<file path="config.mk">
export PLATFORM = sky130hd
export DESIGN_NAME = isolated_superpixel_cluster_encoder
export DESIGN_NICKNAME = d
export VERILOG_FILES = /design/src/rtl/isce_pkg.sv /design/src/rtl/isce_out_stage.sv /design/src/rtl/isolated_superpixel_cluster_encoder.sv
export SDC_FILE = /design/constraint.sdc
export NUM_CORES = 1
export LEC_CHECK = 0
export BUFFER_PORTS_ARGS = -buffer_cell sky130_fd_sc_hd__buf_2
export CAP_MARGIN = 20
export CORE_MARGIN = 2
export CORE_UTILIZATION = 60
export DETAILED_ROUTE_END_ITERATION = 16
export PLACE_DENSITY = 0.74
export RECOVER_POWER = 50
export SETUP_SLACK_MARGIN = 0.1
export SYNTH_ARGS = -nofsm -noshare
export SYNTH_HDL_FRONTEND = slang
export SYNTH_SLANG_ARGS = --single-unit
export TNS_END_PERCENT = 10
</file>
<file path="constraint.sdc">
create_clock -name clock -period 6.6 [get_ports clock]
set_input_delay 0.33 -clock clock [delete_from_list [all_inputs] [get_ports clock]]
set_output_delay 0.33 -clock clock [all_outputs]
set_load 0.01 [all_outputs]
</file>
<file path="src/rtl/isce_pkg.sv">
// Shared types and helper functions for the isolated superpixel cluster encoder.
// Depends on nothing; used by the top level and the output stage.
package isce_pkg;

   localparam int unsigned GROW_STEPS_PER_STAGE = 4;

   typedef struct packed {
      logic [2:0] sc;
      logic [3:0] sr;
      logic [3:0] n;
   } sums_type;

   typedef struct packed {
      logic [9:0] pixel_col;
      logic [2:0] col_eighths;
      logic [7:0] pixel_row;
      logic [2:0] row_eighths;
   } res_type;

   // One step of 8-connected dilation inside the 2x4 superpixel
   function automatic logic [7:0] grow_mask(input logic [7:0] m);
      logic [7:0] v;
      v = m | ((m << 1) & 8'hEE) | ((m >> 1) & 8'h77);
      return v | (v << 4) | (v >> 4);
   endfunction

   function automatic sums_type cluster_sums(input logic [7:0] comp);
      sums_type s;
      s = '0;
      for (int i = 0; i < 8; i++) begin
         if (comp[i]) begin
            s.sc = s.sc + 3'(i >> 2);
            s.sr = s.sr + 4'(i & 3);
            s.n  = s.n + 4'd1;
         end
      end
      return s;
   endfunction

   // ceil(4096 / n); exact floor division for dividends up to 96
   function automatic logic [12:0] recip_q12(input logic [3:0] n);
      logic [12:0] r;
      case (n)
         4'd1:    r = 13'd4096;
         4'd2:    r = 13'd2048;
         4'd3:    r = 13'd1366;
         4'd4:    r = 13'd1024;
         4'd5:    r = 13'd820;
         4'd6:    r = 13'd683;
         4'd7:    r = 13'd586;
         4'd8:    r = 13'd512;
         default: r = 13'd4096;
      endcase
      return r;
   endfunction

   // floor(8 * sum / n)
   function automatic logic [6:0] eighths(input logic [3:0] sum, input logic [3:0] n);
      logic [19:0] p;
      p = 20'({sum, 3'b000}) * 20'(recip_q12(n));
      return p[18:12];
   endfunction

endpackage

</file>
<file path="src/rtl/isce_out_stage.sv">
// Output register of the encoder: holds both cluster results of one superpixel
// and hands them out one word at a time. Depends on isce_pkg.
module isce_out_stage import isce_pkg::*; (
   input  logic       clock,
   input  logic       reset,
   input  logic       load_valid,
   input  logic       load_two,
   input  res_type    load_res_a,
   input  res_type    load_res_b,
   output logic       load_ready,
   output logic       rsp_valid,
   input  logic       rsp_stall,
   output logic [9:0] rsp_pixel_col,
   output logic [2:0] rsp_col_eighths,
   output logic [7:0] rsp_pixel_row,
   output logic [2:0] rsp_row_eighths,
   output logic       rsp_last
);

   logic    valid_ff;
   logic    two_ff;
   logic    phase_ff;
   res_type res_a_ff;
   res_type res_b_ff;
   res_type cur;
   logic    final_word;
   logic    rsp_take;

   assign final_word = phase_ff || !two_ff;
   assign rsp_take   = valid_ff && !rsp_stall;
   assign load_ready = !valid_ff || (rsp_take && final_word);

   always_ff @(posedge clock) begin
      if (reset) begin
         valid_ff <= 1'b0;
         phase_ff <= 1'b0;
      end else if (load_ready) begin
         valid_ff <= load_valid;
         phase_ff <= 1'b0;
      end else if (rsp_take) begin
         // first of two words gone, advance to the second
         phase_ff <= 1'b1;
      end
   end

   always_ff @(posedge clock) begin
      if (load_ready) begin
         two_ff   <= load_two;
         res_a_ff <= load_res_a;
         res_b_ff <= load_res_b;
      end
   end

   assign cur             = phase_ff ? res_b_ff : res_a_ff;
   assign rsp_valid       = valid_ff;
   assign rsp_pixel_col   = cur.pixel_col;
   assign rsp_col_eighths = cur.col_eighths;
   assign rsp_pixel_row   = cur.pixel_row;
   assign rsp_row_eighths = cur.row_eighths;
   assign rsp_last        = final_word;

endmodule

</file>
<file path="src/rtl/isolated_superpixel_cluster_encoder.sv">
// Throughput: one superpixel per cycle with one cluster while rsp_stall is low.
// With two clusters the output stage hands out both results of a superpixel in turn
// and takes the next superpixel only once the second word has gone.
// Pipeline: dilation (two stages of four steps), cluster sums, centroid and output.
// Reset: synchronous, clears all stage valid bits and the output phase; data registers are not reset.
// Top level; depends on isce_pkg and isce_out_stage.
module isolated_superpixel_cluster_encoder import isce_pkg::*; (
   input  logic       clock,
   input  logic       reset,
   input  logic       req_valid,
   output logic       req_stall,
   input  logic [7:0] req_hit_pattern,
   input  logic [5:0] req_super_row,
   input  logic [8:0] req_super_col,
   input  logic       req_isolated,
   output logic       rsp_valid,
   input  logic       rsp_stall,
   output logic [9:0] rsp_pixel_col,
   output logic [2:0] rsp_col_eighths,
   output logic [7:0] rsp_pixel_row,
   output logic [2:0] rsp_row_eighths,
   output logic       rsp_last
);

   // stage 1: seed and first half of the dilation
   logic       s1_valid_ff;
   logic [7:0] s1_pattern_ff, s1_comp_ff, s1_comp_in;
   logic [5:0] s1_srow_ff;
   logic [8:0] s1_scol_ff;
   // stage 2: finished first cluster and remainder
   logic       s2_valid_ff;
   logic [7:0] s2_c1_ff, s2_c1_in, s2_rest_ff;
   logic [5:0] s2_srow_ff;
   logic [8:0] s2_scol_ff;
   // stage 3: per-cluster sums
   logic       s3_valid_ff;
   logic       s3_two_ff;
   sums_type   s3_a_ff, s3_b_ff;
   logic [5:0] s3_srow_ff;
   logic [8:0] s3_scol_ff;

   logic       out_ready, s3_ready, s2_ready, s1_ready;
   res_type    res_a_in, res_b_in;

   assign s3_ready  = !s3_valid_ff || out_ready;
   assign s2_ready  = !s2_valid_ff || s3_ready;
   assign s1_ready  = !s1_valid_ff || s2_ready;
   assign req_stall = !s1_ready;

   always_comb begin
      s1_comp_in = req_hit_pattern & (~req_hit_pattern + 8'd1);
      for (int k = 0; k < GROW_STEPS_PER_STAGE; k++)
         s1_comp_in = grow_mask(s1_comp_in) & req_hit_pattern;
   end

   always_comb begin
      s2_c1_in = s1_comp_ff;
      for (int k = 0; k < GROW_STEPS_PER_STAGE; k++)
         s2_c1_in = grow_mask(s2_c1_in) & s1_pattern_ff;
   end

   always_ff @(posedge clock) begin
      if (reset) begin
         s1_valid_ff <= 1'b0;
         s2_valid_ff <= 1'b0;
         s3_valid_ff <= 1'b0;
      end else begin
         // drop empty and non-isolated words at the door
         if (s1_ready) s1_valid_ff <= req_valid && req_isolated && (req_hit_pattern != 8'd0);
         if (s2_ready) s2_valid_ff <= s1_valid_ff;
         if (s3_ready) s3_valid_ff <= s2_valid_ff;
      end
   end

   always_ff @(posedge clock) begin
      if (s1_ready) begin
         s1_pattern_ff <= req_hit_pattern;
         s1_comp_ff    <= s1_comp_in;
         s1_srow_ff    <= req_super_row;
         s1_scol_ff    <= req_super_col;
      end
      if (s2_ready) begin
         s2_c1_ff   <= s2_c1_in;
         s2_rest_ff <= s1_pattern_ff & ~s2_c1_in;
         s2_srow_ff <= s1_srow_ff;
         s2_scol_ff <= s1_scol_ff;
      end
      if (s3_ready) begin
         s3_two_ff  <= (s2_rest_ff != 8'd0);
         s3_a_ff    <= cluster_sums(s2_c1_ff);
         s3_b_ff    <= cluster_sums(s2_rest_ff);
         s3_srow_ff <= s2_srow_ff;
         s3_scol_ff <= s2_scol_ff;
      end
   end

   // centroid in eighths, split into integer offset and fraction
   function automatic res_type make_res(input sums_type s, input logic [5:0] srow,
                                        input logic [8:0] scol);
      logic [6:0] c8;
      logic [6:0] r8;
      res_type    r;
      c8 = eighths({1'b0, s.sc}, s.n);
      r8 = eighths(s.sr, s.n);
      r.pixel_col   = {scol, 1'b0} + 10'(c8[6:3]);
      r.col_eighths = c8[2:0];
      r.pixel_row   = {srow, 2'b00} + 8'(r8[6:3]);
      r.row_eighths = r8[2:0];
      return r;
   endfunction

   assign res_a_in = make_res(s3_a_ff, s3_srow_ff, s3_scol_ff);
   assign res_b_in = make_res(s3_b_ff, s3_srow_ff, s3_scol_ff);

   isce_out_stage u_out (
      .clock           (clock),
      .reset           (reset),
      .load_valid      (s3_valid_ff),
      .load_two        (s3_two_ff),
      .load_res_a      (res_a_in),
      .load_res_b      (res_b_in),
      .load_ready      (out_ready),
      .rsp_valid       (rsp_valid),
      .rsp_stall       (rsp_stall),
      .rsp_pixel_col   (rsp_pixel_col),
      .rsp_col_eighths (rsp_col_eighths),
      .rsp_pixel_row   (rsp_pixel_row),
      .rsp_row_eighths (rsp_row_eighths),
      .rsp_last        (rsp_last)
   );

endmodule

</file>
==> Yosys cells after proc, flatten, opt, wreduce, memory -nomap -nowiden <==
Memory sizes are Yosys's and may differ from the RTL's. A register that Yosys moved wholly into a read port is not among the register bits.
Cells that the tools add are included.
{ "op_classes": {"add_sub_neg": 39, "n_mul": 4, "mux": 35, "bitwise": 44, "n_reduce_logical": 19} }
{ "ops": {"columns": ["op", "n"], "rows": [
  ["11-bit 2-to-1 mux", 22],
  ["8-bit OR", 16],
  ["8-bit AND", 10],
  ["4-bit by 1-bit adder with 4-bit output, second input constant", 18],
  ["8-bit by 4-bit OR with 8-bit output", 8],
  ["8-bit by 7-bit OR with 8-bit output", 8],
  ["8-bit 2-to-1 mux", 6],
  ["4-bit by 2-bit adder with 4-bit output, second input constant", 8],
  ["3-bit by 13-bit multiplier with 16-bit output", 2],
  ["4-bit by 13-bit multiplier with 16-bit output", 2],
  ["3-bit by 1-bit adder with 3-bit output, second input constant", 8],
  ["24-bit 2-to-1 mux", 1],
  ["10-bit by 4-bit adder with 10-bit output", 2],
  ["8-bit by 4-bit adder with 8-bit output", 2],
  ["4-bit 2-to-1 mux", 4],
  ["8-bit NOT", 2],
  ["8-bit nonzero test", 2],
  ["8-bit by 1-bit adder with 8-bit output, second input constant", 1],
  ["1-bit logical NOT", 7],
  ["1-bit logical OR", 5],
  ["1-bit logical AND", 4],
  ["1-bit 2-to-1 mux", 2],
  ["2-bit OR reduction", 1]
]} }
{ "totals": {"regBits": 154, "romBits": 832, "elab_cells": 176, "mem_count": 4} }
{ "memory_table": {"columns": ["memory", "words", "word_bits", "read_ports", "rd_clocked_by_memory_dff", "write_ports", "line_no", "text"], "rows": [
  ["(name not given)", 16, 13, 1, 1, 0, "isce_pkg.sv:43", "case (n)"],
  ["(name not given)", 16, 13, 1, 1, 0, "isce_pkg.sv:43", null],
  ["(name not given)", 16, 13, 1, 1, 0, "isce_pkg.sv:43", null],
  ["(name not given)", 16, 13, 1, 1, 0, "isce_pkg.sv:43", null]
]} }

==> Logic depth before layout (Yosys ltp) <==
{ "logic_depth": {"depth_word": 27, "mapped_depth": 25, "ltp_nobuf": 24} }

==> Modules after synthesis <==
From an unflattened synthesis, not the netlist that was laid out.
{ "hier_totals": {"hier_cells": 1180, "area_unflattened_um2": 12515.8} }
{ "by_module_without_submodules": {"columns": ["mod", "n_inst", "cells_each", "area_each_um2"], "rows": [
  ["isolated_superpixel_cluster_encoder", 1, 1092, 10649.0],
  ["isce_out_stage", 1, 88, 1866.8]
]} }

==> Worst setup path before layout <==
No wires, ideal clock.
{ "synth_path": {"path_kind": "register to register", "start": "register s2_rest_ff[1]", "end": "register (tool-made name)", "setup_ns": 0.121, "arrival_ns": 4.588, "required_time_ns": 6.479, "path_slack_ns": 1.891, "path_stages_with_launch": 26, "path_buffers": 1, "period_less_slack_ns": 4.709, "cell_sequence": "edfxtp_1 inv_1 ha_1 clkbuf_1 xor2_1 ha_1 mux2i_1 inv_1 ha_1 nand2_1 o21ai_0 ha_1 nor2b_1 a31oi_1 or2_2 ha_1 nand2b_1 o21a_1 ha_1 nand2_1 nand2_1 mux2_2 inv_1 ha_1 nand2b_1 mux2_4"} }
{ "synth_rtl": {"columns": ["item", "line_no", "text"], "rows": [
  ["start: declaration", "isolated_superpixel_cluster_encoder.sv:32", "logic [7:0] s2_c1_ff, s2_c1_in, s2_rest_ff;"],
  ["start signal: assignment", "isolated_superpixel_cluster_encoder.sv:84", "s2_rest_ff <= s1_pattern_ff & ~s2_c1_in;"]
]} }

==> impl_metrics.toml <==
[logic_synthesis]
yosys_warnings = 0
syn_nets = 1345
synth_edf_count = 149
ys_ff_latch = 174
netlist_area_um2 = 12300
ys_seq_area_share_pct = 40.4
syn_avg_cell_area_um2 = 10.8
yosys.area.top_type = "edfxtp_1"
ys_async_sr_fraction_pct = 0
ys_types = 59
synth_cells = 1143
synth_ff_type = "edfxtp_1"
yosysTopAreaCellShare_pct = 36.3
synth.top_cells.by_area = "edfxtp_1, fa_1, ha_1, inv_1, dfxtp_1"

[job]
drv_cap = 2

[pwr]
finalPower_mw = 3.44
p_leak_nw = 6.11
p_per_area_nw_per_um2 = 257
ir_drop_uv = 218

[clock_tree]
root_buffer = "clkbuf_16"
htreeDepth = 4
cts_buffer_depth = 2
clk_pin_slew_worst_paths_ps = 70
hold_buffers = 0
post_cts_buffers = 0
cts_tree = "built"
ctsResizeCount = 0
cts_buffers = 17
insertion_delay_ps = 420
clock_sinks = 174

[routing]
drc = 0
wl_um = 22500
drt_iter0_markers = 404
vias_per_cell = 5.39
dr.pass1.iters = 5
num_vias = 7936
wl_per_cell_um = 15.3
postRouteAntennaNets = 0

[placed_design]
gp_congestion = 0.858
place_hpwl_um = 17100
placed_area_um2 = 12800
io_buffers = 54

[global_route]
grt_pass1_wl_um = 37900
grt_pass1_vias = 8038
grt_max_degree = 53
overflow = 0
gr-usage-all-layers_pct = 21.9
antenna_found_initial = 0

[sta]
fin_hold_ws_ps = 79.6
fmax_ghz = 0.191
slew_violations = 79
post-route-min-period_ps = 5250
skew_ps = 9.64
hold_violations = 0
setup-tns-final_ps = 0
finalSetupViolations = 0
tightest_slew_ps = 2650
fin_crit_sh_pct = 79.5
rsz0062_at_grt = "false"
slew_headroom_pct = -76.8

[finish]
fin_util_pct = 66.2
drive_gt1_share_pct = 7.33
final_cell_area_um2 = 13300
area_delta_synth_final_pct = 8.30
layout_common_cells = "inv_1, edfxtp_1, nand2_1, ha_1, and2_1"
final_nets = 1390
n_antenna_cell = 0
layout_commonest_cell = "inv_1"

[status]
violations = "capacitance limit, slew limit"
outcome = "finished with violations"

[worst_setup_path]
startpoint_type = "flop"
worst-path-max-fanout = 52
critPathArrivalTime_ps = 5560
required_ps = 6910
cp-end-kind = "flop"
cpMaxStageDelayCell = "clkbuf_1"
critPathMostFrequentCell = "nand2b_1"
crit_type = "reg -> reg"
cp_slowest_stage_delay_ps = 1870
crit_chain = "nand2b_1 > nand2b_1 > nand2_2 > clkbuf_1 > nor2_1 > inv_1 > buf_4 > mux2_2 > inv_1 > ha_1 > nand2b_1 > mux2_1"

[floorplanning]
dieWidth_um = 147
start_util_pct = 61.1
die_area_um2 = 21700
num_rows = 52
fp.dieH_um = 147
io_pins = 55
core_um2 = 20200

[worst_hold_path]
hold_class = "in -> reg"
==> cell usage after synthesis, types with 3 or more instances <==
master / instances
inv_1: 152
edfxtp_1: 149
nand2_1: 129
ha_1: 106
and2_1: 70
fa_1: 68
nor2_1: 60
xnor2_1: 55
xor2_1: 41
mux2_2: 32
a21oi_1: 31
dfxtp_1: 25
o21ai_0: 25
clkbuf_1: 23
nor2b_1: 16
nand3_1: 14
o21a_1: 14
nand2b_1: 13
mux2i_1: 10
a211oi_1: 9
a21o_1: 9
nor3_1: 9
buf_1: 5
nand4_1: 5
o22ai_1: 5
o311ai_0: 5
a31oi_1: 4
and3_1: 4
o21bai_1: 4
buf_2: 3
mux2_4: 3
nor3b_1: 3
nor4_1: 3
o31ai_1: 3
o41ai_1: 3
==> worst max-delay path: cells and delay by family, from the launching register on <==
kind | cells | cell delay [ps]
fa+ha+maj | 1 | 180
buf+inv | 4 | 3150
flops | 1 | 360
mux | 2 | 720
simple gates | 5 | 720
==> kinds of logic (layout without fill, tap and decap cells) <==
group,after synthesis,count (layout),synth area share (%)
simple gates,335,335,13.0
buf+inv,185,243,5.76
fa+ha+maj,174,174,21.8
flops,174,174,40.4
compound gates,127,127,6.85
xor+xnor,102,102,7.99
mux,46,46,4.19
==> power breakdown <==
group	switching (mW)	internal, mW
Sequential	0.133	1.37
Combinational	0.545	0.445
Clock	0.427	0.522
Total	1.10	2.33
==> final timing paths <==
| path | endpoint | from | slack [ps] | depth (start not counted) |
|---|---|---|---|---|
| min reg2reg | s3_srow_ff[5]$_DFFE_PN_ | s2_srow_ff[5]$_DFFE_PP_ | 410 | 0 |
| min | s1_scol_ff[1]$_DFFE_PN_ | req_super_col[1] | 80 | 1 |
| max reg2reg | flop | u_out.two_ff$_DFFE_PP_ | 1350 | 12 |
| max | flop | u_out.two_ff$_DFFE_PP_ | 1350 | 12 |
==> per-layer routing <==
metal | wire length (um) | track usage [%]
met1 | 9870 | 27.6
met2 | 11400 | 39.5
met3 | 912 | 3.29
met4 | 346 | 6.11
met5 | 0 | 0
==> metrics by stage <==
step / setup slack [ps] / cells
floorplan: 1890 / 1143
global placement: 1610 / 1439
detailed placement: 1570 / 1439
CTS: 1560 / 1471
global route: 776 / 1471
finish: 1350 / 1471
==> area by class of cell <==
| cell class | count | area (um^2) |
|---|---|---|
| Inverter | 152 | 571 |
| Tap cell | 270 | 338 |
| Multi-Input combinational cell | 784 | 6640 |
| Clock inverter | 15 | 135 |
| Fill cell | 1539 | 6820 |
| Sequential cell | 174 | 4970 |
| Timing Repair Buffer | 59 | 264 |
| Clock buffer | 17 | 425 |
No activity file was read; power rests on OpenSTA's default activity.
